===== src/rtl/core/assert_macros.svh =====
// Assertion helpers shared by the RTL that checks itself.
`ifndef ASSERT_MACROS_SVH
`define ASSERT_MACROS_SVH

// Same-cycle implication, disabled while reset is asserted.
`define CSVT_ASSERT_NOW(lbl, clk, rst_n, cond, cons) \
	lbl: assert property (@(posedge clk) disable iff (!rst_n) (cond) |-> (cons)) \
		else $error("csv tokenizer assertion failed");

// Next-cycle implication, disabled while reset is asserted.
`define CSVT_ASSERT_NEXT(lbl, clk, rst_n, cond, cons) \
	lbl: assert property (@(posedge clk) disable iff (!rst_n) (cond) |=> (cons)) \
		else $error("csv tokenizer assertion failed");

`endif


===== src/rtl/core/csvt_pkg.sv =====
`timescale 1ns / 1ps
package csvt_pkg;

	localparam logic [7:0] BYTE_CR       = 8'd13;
	localparam logic [7:0] BYTE_LF       = 8'd10;
	localparam logic [7:0] BYTE_NUL      = 8'd0;
	localparam logic [7:0] DELIM_RESET   = 8'd44;
	localparam logic [7:0] QUOTE_RESET   = 8'd34;

	localparam int unsigned CFG_IDX_W = 2;
	localparam logic [CFG_IDX_W-1:0] CFG_DELIMITER = 2'd0;
	localparam logic [CFG_IDX_W-1:0] CFG_QUOTE     = 2'd1;

	typedef enum logic [5:0] {
		PH_START      = 6'b000001,
		PH_UNQUOTED   = 6'b000010,
		PH_QUOTED     = 6'b000100,
		PH_QUOTE_SEEN = 6'b001000,
		PH_AFTER      = 6'b010000,
		PH_AFTER_CR   = 6'b100000
	} phase_t;

	typedef struct packed {
		logic       valid;
		logic [7:0] content_byte;
		logic       field_end;
		logic       ends_line;
		logic       was_quoted;
	} result_t;

endpackage


===== src/rtl/core/csvt_step.sv =====
`timescale 1ns / 1ps
// Next-phase and result logic for one text byte.
module csvt_step (
	input  csvt_pkg::phase_t  phase,
	input  logic [7:0]        text_byte,
	input  logic              end_of_text,
	input  logic [7:0]        delimiter_char,
	input  logic [7:0]        quote_char,
	output csvt_pkg::phase_t  next_phase,
	output csvt_pkg::result_t result
);
	import csvt_pkg::*;

	logic   eot;
	logic   is_quote;
	logic   is_delim;
	logic   is_cr;
	logic   is_lf;
	logic   sep_hit;
	phase_t sep_next;

	assign eot      = end_of_text || (text_byte == BYTE_NUL);
	assign is_quote = (text_byte == quote_char);
	assign is_delim = (text_byte == delimiter_char);
	assign is_cr    = (text_byte == BYTE_CR);
	assign is_lf    = (text_byte == BYTE_LF);
	assign sep_hit  = is_delim || is_cr || is_lf;
	// The delimiter test comes first, so a delimiter that equals CR does not end the line.
	assign sep_next = (!is_delim && is_cr) ? PH_AFTER_CR : PH_START;

	always_comb begin
		next_phase = phase;
		result     = '0;
		if (eot) begin
			next_phase = PH_START;
			case (phase)
				PH_UNQUOTED: begin
					result.valid     = 1'b1;
					result.field_end = 1'b1;
					result.ends_line = 1'b1;
				end
				PH_QUOTED, PH_QUOTE_SEEN, PH_AFTER: begin
					result.valid      = 1'b1;
					result.field_end  = 1'b1;
					result.ends_line  = 1'b1;
					result.was_quoted = 1'b1;
				end
				default: begin
					result.valid = 1'b0;
				end
			endcase
		end else begin
			case (phase)
				PH_UNQUOTED: begin
					result.valid = 1'b1;
					if (sep_hit) begin
						next_phase       = sep_next;
						result.field_end = 1'b1;
						result.ends_line = !is_delim;
					end else begin
						result.content_byte = text_byte;
					end
				end
				PH_QUOTED: begin
					if (is_quote) begin
						next_phase = PH_QUOTE_SEEN;
					end else begin
						result.valid        = 1'b1;
						result.content_byte = text_byte;
					end
				end
				PH_QUOTE_SEEN, PH_AFTER: begin
					if (phase == PH_QUOTE_SEEN && is_quote) begin
						next_phase          = PH_QUOTED;
						result.valid        = 1'b1;
						result.content_byte = text_byte;
					end else if (sep_hit) begin
						next_phase        = sep_next;
						result.valid      = 1'b1;
						result.field_end  = 1'b1;
						result.ends_line  = !is_delim;
						result.was_quoted = 1'b1;
					end else begin
						next_phase = PH_AFTER;
					end
				end
				default: begin
					// Field start; right after a CR a single LF is swallowed first.
					if (phase == PH_AFTER_CR && is_lf) begin
						next_phase = PH_START;
					end else if (is_quote) begin
						next_phase = PH_QUOTED;
					end else if (sep_hit) begin
						next_phase       = sep_next;
						result.valid     = 1'b1;
						result.field_end = 1'b1;
						result.ends_line = !is_delim;
					end else begin
						next_phase          = PH_UNQUOTED;
						result.valid        = 1'b1;
						result.content_byte = text_byte;
					end
				end
			endcase
		end
	end

endmodule


===== src/rtl/core/csv_field_tokenizer.sv =====
`timescale 1ns / 1ps
// Channel  | Direction | Handshake            | Payload
// text in  | input     | in_valid / in_stall   | text_byte, end_of_text
// tokens   | output    | out_valid / out_stall | content_byte, field_end, ends_line, was_quoted
// config   | input     | cfg_valid / cfg_ready | cfg_index, cfg_data
//
// One item is accepted per clock cycle while in_stall is low; its result, if it has one, is
// presented once it has passed from the input register through the phase logic into the
// result register.
// Reset clears the parse phase to field start and loads comma and double quote.
// A stalled result holds in the result register while one more item waits in the input
// register; only when both are full does in_stall rise. The config port is always ready and
// is written by the user only while the block is idle, which the block does not enforce.
module csv_field_tokenizer (
	input  logic                              clk,
	input  logic                              arst_n,
	input  logic                              in_valid,
	output logic                              in_stall,
	input  logic [7:0]                        text_byte,
	input  logic                              end_of_text,
	output logic                              out_valid,
	input  logic                              out_stall,
	output logic [7:0]                        content_byte,
	output logic                              field_end,
	output logic                              ends_line,
	output logic                              was_quoted,
	input  logic                              cfg_valid,
	output logic                              cfg_ready,
	input  logic [csvt_pkg::CFG_IDX_W-1:0]    cfg_index,
	input  logic [7:0]                        cfg_data
);
	import csvt_pkg::*;

	`include "assert_macros.svh"

	// Configuration registers.
	logic [7:0] delimiter_q;
	logic [7:0] quote_q;

	// Input register: one item waiting for the phase logic.
	logic       valid_s1;
	logic [7:0] byte_s1;
	logic       eot_s1;

	// Parse phase; it advances when the item in the input register moves on.
	phase_t     phase_q;
	phase_t     step_next;
	result_t    step_res;

	// Result register.
	logic       out_valid_q;
	result_t    res_s2;

	logic       in_accept;
	logic       s2_load;
	logic       s1_move;

	assign cfg_ready = 1'b1;

	// The result register takes a new value when it is empty or being drained.
	assign s2_load   = !out_valid_q || !out_stall;
	assign s1_move   = valid_s1 && s2_load;
	assign in_stall  = valid_s1 && !s2_load;
	assign in_accept = in_valid && !in_stall;

	always_ff @(posedge clk or negedge arst_n) begin
		if (!arst_n) begin
			delimiter_q <= DELIM_RESET;
			quote_q     <= QUOTE_RESET;
		end else if (cfg_valid && cfg_ready) begin
			case (cfg_index)
				CFG_DELIMITER: delimiter_q <= cfg_data;
				CFG_QUOTE:     quote_q     <= cfg_data;
				default: begin
					// Indexes past the register list are ignored.
				end
			endcase
		end
	end

	always_ff @(posedge clk or negedge arst_n) begin
		if (!arst_n) begin
			valid_s1 <= 1'b0;
		end else if (in_accept) begin
			valid_s1 <= 1'b1;
		end else if (s1_move) begin
			valid_s1 <= 1'b0;
		end
	end

	always_ff @(posedge clk) begin
		if (in_accept) begin
			byte_s1 <= text_byte;
			eot_s1  <= end_of_text;
		end
	end

	csvt_step u_step (
		.phase          (phase_q),
		.text_byte      (byte_s1),
		.end_of_text    (eot_s1),
		.delimiter_char (delimiter_q),
		.quote_char     (quote_q),
		.next_phase     (step_next),
		.result         (step_res)
	);

	always_ff @(posedge clk or negedge arst_n) begin
		if (!arst_n) begin
			phase_q     <= PH_START;
			out_valid_q <= 1'b0;
		end else if (s2_load) begin
			// An item that yields no result still consumes its slot and updates the phase.
			out_valid_q <= s1_move && step_res.valid;
			if (s1_move) begin
				phase_q <= step_next;
			end
		end
	end

	always_ff @(posedge clk) begin
		if (s1_move) begin
			res_s2 <= step_res;
		end
	end

	assign out_valid    = out_valid_q;
	assign content_byte = res_s2.content_byte;
	assign field_end    = res_s2.field_end;
	assign ends_line    = res_s2.ends_line;
	assign was_quoted   = res_s2.was_quoted;

	// A content result never carries field-end flags.
	`CSVT_ASSERT_NOW(a_content_flags, clk, arst_n, out_valid && !field_end, !ends_line && !was_quoted)
	// A field-end result carries a zero content byte.
	`CSVT_ASSERT_NOW(a_end_zero_byte, clk, arst_n, out_valid && field_end, content_byte == BYTE_NUL)
	// Entering the after-CR phase always comes with a line-ending field-end result.
	`CSVT_ASSERT_NEXT(a_cr_result, clk, arst_n, s1_move && step_next == PH_AFTER_CR,
		out_valid && field_end && ends_line)
	// Input is held back only while an item waits in the input register.
	`CSVT_ASSERT_NOW(a_stall_source, clk, arst_n, in_stall, valid_s1 && out_valid_q)

endmodule

===== config.mk =====
export PLATFORM = sky130hd
export DESIGN_NAME = csv_field_tokenizer
export DESIGN_NICKNAME = d
export VERILOG_FILES = /design/src/rtl/core/csvt_pkg.sv /design/src/rtl/core/csvt_step.sv /design/src/rtl/core/csv_field_tokenizer.sv
export VERILOG_INCLUDE_DIRS = /design/src /design/src/rtl/core
export SDC_FILE = /design/constraint.sdc
export NUM_CORES = 1
export LEC_CHECK = 0
export ABC_AREA = 1
export ABC_CLOCK_PERIOD_IN_PS = 2600
export BUFFER_PORTS_ARGS = -buffer_cell sky130_fd_sc_hd__buf_2
export CAP_MARGIN = 20
export CORE_ASPECT_RATIO = 0.5
export CORE_UTILIZATION = 30
export CTS_CLUSTER_DIAMETER = 80
export DETAILED_ROUTE_END_ITERATION = 6
export PLACE_DENSITY = 0.47
export SYNTH_ARGS = -nofsm -noshare
export SYNTH_HDL_FRONTEND = slang
export SYNTH_SLANG_ARGS = --single-unit

===== constraint.sdc =====
create_clock -name clk -period 2.6 [get_ports clk]
set_clock_uncertainty 0.2 [all_clocks]
set_input_delay 0.26 -clock clk [delete_from_list [all_inputs] [get_ports clk]]
set_output_delay 0.26 -clock clk [all_outputs]
set_load 0.03 [all_outputs]

* Yosys cells after proc, flatten, opt, wreduce, memory -nomap -nowiden
Cells that the tools add are included.
** Word-level totals
- Bits of input ports :: 24
- Memory bits (read-only) :: 0
- Register bits :: 44
- Logic and storage cells :: 78
- Memories kept :: 0
- Latch bits :: 0
- Bits in writable memories :: 0
- Output and inout bits :: 14
** Cells by class
- Shifts and indexed selects :: 0
- Multipliers :: 0
- Magnitude comparators :: 0
- Add/subtract/negate cells :: 0
- Bitwise operators :: 0
- Eq/ne operators :: 12
- Div/mod/pow operators :: 0
- Mux-type cells :: 30
- Reduce and logical (&&, ||, !) cells :: 25
** Operators by type and width (number)
- 2-to-1 mux 6 bit :: 9
- case mux 9 bit (3 select lines) :: 1
- 2-to-1 mux 11 bit :: 2
- case mux 6 bit (3 select lines) :: 1
- equality test 8 x 4 -> 1 bit (second input constant) :: 2
- equality test 8 bit :: 2
- 2-to-1 mux 8 bit :: 2
- 2-to-1 mux 3 bit :: 3
- 2-to-1 mux 9 bit :: 1
- logical NOT 8 bit :: 1
- 2-to-1 mux 1 bit :: 8
- logical AND 1 bit :: 7
- equality test 6 x 2 -> 1 bit (second input constant) :: 1
- equality test 6 x 3 -> 1 bit (second input constant) :: 1
- equality test 6 x 4 -> 1 bit (second input constant) :: 1
- equality test 6 x 5 -> 1 bit (second input constant) :: 1
- equality test 6 bit (second input constant) :: 1
- inequality test 3 x 1 -> 1 bit (second input constant) :: 2
- case mux 2 bit (3 select lines) :: 1
- logical NOT 1 bit :: 5
- logical OR 1 bit :: 4
- 2-to-1 mux 2 bit :: 2
- AND reduction 2 bit :: 2
- AND reduction 4 bit :: 1
- 6 further kinds :: 6

* Longest topological paths before layout
Gate-level depths: netlist of run 1.
- Word-level depth :: 9
- Gate-level depth with buffers :: 14
- Depth with buffers taken out :: 14

* Modules after synthesis
Synthesis of run 1 repeated with hierarchy kept, for this count alone.
** Unflattened totals
- Cell total of the unflattened synthesis :: 277
- Area, all modules :: 2363.5 sq um
** Modules (own cells, without submodules)
- csv_field_tokenizer :: seq. area each 1208.7 sq um, cells each 130, area an instance 1636.6 sq um, times used 1
- csvt_step :: seq. area each 0.0 sq um, cells each 147, area an instance 726.9 sq um, times used 1

* Worst setup path before layout of run 1
No wires, ideal clock.
- Path kind :: register -> register
- Start point :: register out_valid_q (netlist: out_valid)
- End point :: register phase_q[5]
- Buffers on the path :: 0
- Setup slack :: 0.661 ns
- Clock period less this slack :: 1.939 ns
- Required time :: 2.335 ns
- Arrival time :: 1.674 ns
- Cell stages (with the launch flop) :: 5
- Library setup time :: 0.065 ns
- Cells stage by stage :: dfrtp_1 > a21oi_1 > a21boi_1 > nand3_1 > nand2_1
** On the way
- Longest elaborated chain between the ends :: 4
** Ends and longest elaborated chain
- start, declared :: RTL line csv_field_tokenizer.sv:51 : logic out_valid_q;
- start signal, assigned :: RTL line csv_field_tokenizer.sv:114 : out_valid_q <= s1_move && step_res.valid;
- logical NOT 1 bit :: RTL line csv_field_tokenizer.sv:61 : assign s2_load = !out_valid_q || !out_stall;
- logical OR 1 bit :: RTL line csv_field_tokenizer.sv:61
- logical AND 1 bit :: RTL line csv_field_tokenizer.sv:62 : assign s1_move = valid_s1 && s2_load;
- via s1_move :: RTL line csv_field_tokenizer.sv:56 : logic s1_move;
- AND reduction 4 bit (no source line)
- end signal, assigned :: RTL line csv_field_tokenizer.sv:116 : phase_q <= step_next;
- end, declared :: RTL line csv_field_tokenizer.sv:46 : phase_t phase_q;
The timed path passes the listed nets, and every way through them passes these cells.
A chain may end at the register's enable or synchronous reset.

* Worst setup path after layout of run 1
- Start point :: register byte_s1[0]
- End point :: register res_s2 (netlist bit content_byte[0]), data pin
** On the way
- Longest elaborated chain between the ends :: 7
- Elaborated cells on any way between the ends :: 16
- Classes of those cells :: 4 x eq/ne; 6 x mux; 6 x reduce/logical
** Ends and longest elaborated chain
- start, declared :: RTL line csv_field_tokenizer.sv:42 : logic [7:0] byte_s1;
- start signal, assigned :: RTL line csv_field_tokenizer.sv:93 : byte_s1 <= text_byte;
- equality test 8 bit / equality test 8 x 4 -> 1 bit (equally long branches) :: RTL line csvt_step.sv:24, csvt_step.sv:25
- logical OR 1 bit (2 in a row) :: RTL line csvt_step.sv:27 : assign sep_hit = is_delim || is_cr || is_lf;
- 2-to-1 mux 8 bit :: RTL line csvt_step.sv:56, csvt_step.sv:93
- 2-to-1 mux 11 bit :: RTL line csvt_step.sv:91 : end else if (is_quote) begin
- 2-to-1 mux 11 bit :: RTL line csvt_step.sv:89 : if (phase == PH_AFTER_CR && is_lf) begin
- case mux 9 bit (3 select lines) :: RTL line csvt_step.sv:53 : case (phase)
- end signal, assigned :: RTL line csv_field_tokenizer.sv:123 : res_s2 <= step_res;
- end, declared :: RTL line csv_field_tokenizer.sv:52 : result_t res_s2;
Several ways; a longest one is shown, not always the timed one.

==> results_dict.tcl, run 1 <==
set metrics [dict create \
    clock.fmax_mhz 491 \
    max-slew-margin-rel 0.620 \
    multi_input_area_um2 1010 \
    grt_use_total 0.139 \
    gp_routability_congestion 0.873 \
    final.fill_count 807 \
    initialDrtViolationCount 91 \
    setup_repair_after_global_routing_missed_its_margin "no" \
    mux_share_of_post_synthesis_cell_area 0 \
    hold_depth 3 \
    cts.reportedPaths.clkPinSlew_ns 0.06 \
    dp.final_hpwl_um 4010 \
    hold_start "cfg_data[2]" \
    synth.area.top_cells "sky130_fd_sc_hd__edfxtp_1 25%, sky130_fd_sc_hd__dfrtp_1 19%, sky130_fd_sc_hd__nand2_1 13%" \
    compound_cell_area_share_of_the_yosys_netlist 0.0595 \
    reg2reg_slack_ns 0.56 \
    post_route_cells_drive_above_1_share 0.290 \
    synth.yosys.warnings 0 \
    number_of_nets_produced_by_synthesis 302 \
    synth.cell_area_um2 2400 \
    layout.cells.most_common_list "82 x sky130_fd_sc_hd__nand2_1, 36 x sky130_fd_sc_hd__buf_2, 32 x sky130_fd_sc_hd__inv_1" \
    cts-root-buf "sky130_fd_sc_hd__clkbuf_16" \
    share_of_the_clock_period_used_by_the_worst_path_after_layout 0.783 \
    layout.nets 354 \
    register_to_register_path_depth 10 \
    yosys.area.top_type_share 0.251 \
    grt_antenna_before_repair 0 \
    outcome "finished, final reports clean" \
    max-clock-path-buffers 2 \
    power_density_nw_per_um2 745 \
    avgSynthCellArea_um2 8.62 \
    worstReg2RegStart "byte_s1[0]" \
    worst_setup_path_end_kind "flip-flop" \
    die_w_um 128 \
    post_detailed_route_drc_marker_count 0 \
    maximum_number_of_pins_on_one_net_before_global_route_repair 25 \
    post-route-util 0.393 \
    globalRoute.totalOverflow 0 \
    synth_adder_area_share 0 \
    p_leak_uw 0.00140 \
    cp_data_required_time_ns 2.43 \
    synthesis.instances 278 \
    wl_um 5140 \
    grtUsageMet1 0.187 \
    drt-wirelength-per-cell_um 11.7 \
    synth_top_family_by_area "simple AND/OR/NAND/NOR gates" \
    crit_path_start "byte_s1[0]" \
    vias 1880 \
    worst-setup-path-type "reg2reg" \
    clk_latency_ns 0.29 \
    starting_utilization_of_the_core_area 0.318 \
    peakVddDrop_uv 266 \
    final_common_cell "sky130_fd_sc_hd__nand2_1" \
    route.detailed.vias_per_inst 4.28 \
    met3_usage 0.0309 \
    hp-class "in2reg" \
    number_of_global_route_vias_before_repair 1829 \
    totalPowerFinal_uw 2210 \
    slew_violations 0 \
    antenna_left 0 \
    register_area_um2 1210 \
    drv.max_cap_violation_count 0 \
    synth.yosys.seq_area_share 0.504 \
    layout-area-overhead-vs-synth_pct 23.5 \
    hold_path_end "delimiter_q[2]" \
    buffer_ports.inserted 36 \
    final_instance_area_um2 2960 \
    critPathArrivalTime_ns 1.87 \
    grt_first_pass_wirelength_um 8790 \
    worst_path_max_fanout 8 \
    tritoncts_buffers 5 \
    finalSetupViolations 0 \
    core_area_um2 7540 \
    post-route-min-period_ns 2.04 \
    globalRoute.busiestLayer "met2" \
    timing.rr.end "content_byte[0]" \
    yosys.area.top_type "sky130_fd_sc_hd__edfxtp_1" \
    first_pass_iteration_count_of_the_detailed_router 4 \
    placement.cell_area_um2 2700 \
    cts_sinks 44 \
    tritoncts_clock_tree "done" \
    post_cts.resized_instances 0 \
    worst-slew-pin-transition_ns 0.569 \
    chipHeight_um 65.2 \
    antenna-diode-count 0 \
    yosys_register_bits 44 \
    global_routing_usage_on_met2 0.219 \
    final-hold-violation-count 0 \
    site_row_count 22 \
    fin_setup_tns_ns 0 \
    io_pins 38 \
    cp-start-kind "flip-flop" \
    synth_xor_area_frac 0.0292 \
    synth_cell_types 30 \
    post_synth_and_or_nand_nor_area_fraction 0.330 \
    die_area_um2 8370 \
    cts.htree.levels 2 \
]
## kinds of logic after synthesis
group / count (synthesis)
AND/OR/NAND/NOR: 153
buffers and inverters: 45
flip-flops: 44
AO/OA/AOI/OAI: 27
XOR/XNOR: 8
other: 1
## critical path, stage by stage, from the launching register on
cell                       delay (ns)
sky130_fd_sc_hd__edfxtp_1        0.45
sky130_fd_sc_hd__inv_2           0.15
sky130_fd_sc_hd__nand2_1         0.06
sky130_fd_sc_hd__nand2_1         0.05
sky130_fd_sc_hd__nand2_1         0.05
sky130_fd_sc_hd__nor2_1          0.14
sky130_fd_sc_hd__nand2_2         0.12
sky130_fd_sc_hd__nand3_2         0.12
sky130_fd_sc_hd__nand3_2         0.09
sky130_fd_sc_hd__nor2_4          0.28
sky130_fd_sc_hd__nor3_2          0.07
## layout make-up
class,instances,area share
Clock buffer,7,0.0482
Clock inverter,1,0.00253
Tap cell,108,0.0456
Inverter,41,0.0520
Sequential cell,44,0.408
Timing Repair Buffer,49,0.103
Multi-Input combinational cell,189,0.341
## synthesized netlist by cell type, drive strengths merged
master,instances
nor2,27
clkbuf,2
dfrtp,18
buf,2
dfstp,6
conb,1
clkinv,1
nand3,14
nand2,97
o21ai,23
edfxtp,20
nor3,10
a21oi,2
nand4,4
o22ai,1
inv,40
xnor2,8
nand3b,1
a21boi,1
## power breakdown
part           total (µW)  leakage (µW)  internal [µW]  switching, µW
logic                 613      0.000841            213            400
clock network         644     0.0000701            383            261
registers             950      0.000489            873           77.3
total                2210       0.00140           1470            738
## metrics by stage
step / std cells / worst slack, ns / hold slack (ns)
floorplan: 278 / 0.661 / -0.236
global placement: 420 / 0.578 / 0.0730
detailed placement: 420 / 0.552 / 0.0834
CTS: 439 / 0.553 / 0.00201
finish: 439 / 0.563 / 0.00944
global route: 439 / 0.398 / 0.0206
## sequential cells by signal, summed over array words and instances, names as in the netlist, 6 cells and up
register	flops
phase_q	6
byte_s1	8
delimiter_q	8
content_byte	8
quote_q	8
## worst max-delay path by stage
| stage | end | slack, ns | cells past startpoint |
|---|---|---|---|
| 2_1_floorplan | phase_q[5] | 0.66 | 4 |
| 3_3_place_gp | content_byte[5] | 0.58 | 10 |
| 5_1_grt | content_byte[5] | 0.40 | 10 |
| 3_5_place_dp | content_byte[0] | 0.55 | 10 |
| 4_1_cts | content_byte[0] | 0.55 | 10 |
| 6_report | content_byte[0] | 0.56 | 10 |
## metal layers
metal | share of wire | up-vias
met5 | 0 | -
met1 | 0.51 | 859
met3 | 0.038 | 6
met4 | 0.015 | 0
li1 | - | 986
met2 | 0.44 | 29
## what timing repair did
| item | CTS | global route |
|---|---|---|
| setup endpoints to repair | 0 | 0 |
| endpoints found under the hold margin | 28 | 0 |
| setup buffers | 0 | 0 |
| hold buffers | 11 | 0 |
Note: power is estimated with default switching activity, not from simulation.
==> run 2: changes to the inputs <==
--- a/config.mk
+++ b/config.mk
@@ -7,7 +7,7 @@
 export NUM_CORES = 1
 export LEC_CHECK = 0
 export ABC_AREA = 1
-export ABC_CLOCK_PERIOD_IN_PS = 2600
+export ABC_CLOCK_PERIOD_IN_PS = 2000
 export BUFFER_PORTS_ARGS = -buffer_cell sky130_fd_sc_hd__buf_2
 export CAP_MARGIN = 20
 export CORE_ASPECT_RATIO = 0.5
==> constraint.sdc (replaced) <==
create_clock -name clk -period 2 [get_ports clk]
set_clock_uncertainty 0.2 [all_clocks]
set_input_delay 0.2 -clock clk [delete_from_list [all_inputs] [get_ports clk]]
set_output_delay 0.2 -clock clk [all_outputs]
set_load 0.03 [all_outputs]
==> run 2 against run 1 <==
Compared with the run above:
- worst setup slack got worse by 0.51 ns
- combinational power rose by 57%
- clock power grew 23%
- sequential share of layout area fell by 4.0 points
- register-to-register slack got worse by 0.51 ns
- first-iteration DRC count grew 24%
- critical endpoint is now content_byte[3]
==> results_dict.tcl, run 2 (synthesis results as in run 1) <==
set metrics [dict create \
    setup_repair_after_global_routing_missed_its_margin "yes" \
    final_instance_area_um2 3280 \
    first_pass_iteration_count_of_the_detailed_router 4 \
    die_area_um2 8370 \
    vias 1996 \
    p_leak_uw 0.00154 \
    grt_antenna_before_repair 0 \
    max-clock-path-buffers 2 \
    io_pins 38 \
    cp-start-kind "flip-flop" \
    worst_path_max_fanout 8 \
    slew_violations 0 \
    hp-class "in2async" \
    globalRoute.totalOverflow 0 \
    post_detailed_route_drc_marker_count 0 \
    drv.max_cap_violation_count 0 \
    wl_um 5450 \
    finalSetupViolations 0 \
    initialDrtViolationCount 113 \
    buffer_ports.inserted 36 \
    switchingPower_uw 1020 \
    chipHeight_um 65.2 \
    clock_network_power_share 0.265 \
    final_cell_count_no_fill 468 \
    share_of_the_clock_period_used_by_the_worst_path_after_layout 0.974 \
    worst-setup-path-type "reg2reg" \
    p_int_uw 1970 \
    cp_data_required_time_ns 1.85 \
    p_sw_frac 0.341 \
    grt_use_total 0.143 \
    tritoncts_clock_tree "done" \
    finalHoldWorstSlack_ns 0.235 \
    maximum_number_of_pins_on_one_net_before_global_route_repair 25 \
    starting_utilization_of_the_core_area 0.318 \
    sequentialPowerShare 0.415 \
    gp_routability_congestion 0.920 \
    post-route-min-period_ns 1.95 \
    cts-root-buf "sky130_fd_sc_hd__clkbuf_16" \
    layout.cells.most_common_list "78 x sky130_fd_sc_hd__nand2_1, 36 x sky130_fd_sc_hd__buf_2, 32 x sky130_fd_sc_hd__inv_1" \
    antenna-diode-count 0 \
    multi_input_area_um2 1090 \
    peakVddDrop_uv 294 \
    drt-wirelength-per-cell_um 11.6 \
    combinational_power_share 0.320 \
    core_area_um2 7540 \
    grt_first_pass_wirelength_um 8980 \
    antenna_left 0 \
    place.detailed.instances 432 \
    cts.reportedPaths.clkPinSlew_ns 0.07 \
    placement.cell_area_um2 2790 \
    route.detailed.vias_per_inst 4.26 \
    final.fill_count 760 \
    reg2reg_slack_ns 0.05 \
    worst-slew-pin-transition_ns 0.552 \
    number_of_global_route_vias_before_repair 1878 \
    max-slew-margin-rel 0.632 \
    dp.final_hpwl_um 4060 \
    power_density_nw_per_um2 913 \
    clk_latency_ns 0.29 \
    critPathArrivalTime_ns 1.80 \
    final-hold-violation-count 0 \
    final_common_cell "sky130_fd_sc_hd__nand2_1" \
    register_area_um2 1210 \
    post_route_cells_drive_above_1_share 0.350 \
    site_row_count 22 \
    layout-area-overhead-vs-synth_pct 36.8 \
    worst_setup_path_end_kind "flip-flop" \
    tritoncts_buffers 5 \
    cts_sinks 44 \
    layout.nets 383 \
    outcome "finished, final reports clean" \
    clock.fmax_mhz 513 \
    cts.htree.levels 2 \
    die_w_um 128 \
]
-- run 2: area by class of cell --
class,count,area share
clock buffers,6,0.0393
clock inverters,2,0.00382
inverters,41,0.0469
multi-input cells,190,0.332
flip-flops and latches,44,0.369
well taps,108,0.0412
repair buffers,77,0.168
-- run 2: worst paths after layout --
path | from | endpoint | depth (start not counted)
hold reg to reg | valid_s1 | out_valid | 2
setup reg to reg | byte_s1[2] | content_byte[3] | 9
max in group asynchronous | arst_n | delimiter_q[5] | 2
hold / removal | arst_n | phase_q[3] | 2
setup / recovery | byte_s1[2] | content_byte[3] | 9
min in group clk | valid_s1 | out_valid | 2
-- run 2: power by group through the flow --
stage                     Clock [µW]  Combinational (µW)  Sequential [µW]
after global placement             0                 811             1250
after floorplan                    0                 511             1330
after global routing             869                1060             1260
final                            794                 960             1240
after CTS                        823                 906             1240
after detailed placement           0                 823             1250
-- run 2: what timing repair did --
item,in CTS,in global routing
hold endpoints to repair,44,0
pin swaps,2,8
setup buffers,3,4
gates resized for setup,2,14
cloned,0,1
setup endpoints to repair,8,17
hold buffers,20,0
-- run 2: critical path: stages (launching register included) --
cell                       delay (ns)
sky130_fd_sc_hd__edfxtp_1        0.48
sky130_fd_sc_hd__xnor2_1         0.21
sky130_fd_sc_hd__nand2_2         0.10
sky130_fd_sc_hd__nor2_4          0.20
sky130_fd_sc_hd__nand2_4         0.08
sky130_fd_sc_hd__nand2_4         0.07
sky130_fd_sc_hd__nand3_4         0.06
sky130_fd_sc_hd__nor2_4          0.13
sky130_fd_sc_hd__buf_12          0.14
sky130_fd_sc_hd__nor3_2          0.04
-- run 2: metrics by stage --
stage               power, µW  TNS, ns  utilization  setup slack (ns)
finish                   3000        0        0.435            0.0512
global route             3200   -0.749        0.435           -0.0686
CTS                      2970        0        0.421           0.00915
detailed placement       2080   -0.248        0.370           -0.0387
global placement         2060        0        0.370            0.0177
floorplan                1840        0            -            0.0607
-- run 2: per-layer routing --
metal	GRT usage	vias up	wire length [µm]
met5	0	-	0
met4	0.0544	0	44
met3	0.0375	4	173
met2	0.215	28	2470
met1	0.198	924	2760
li1	-	1040	-
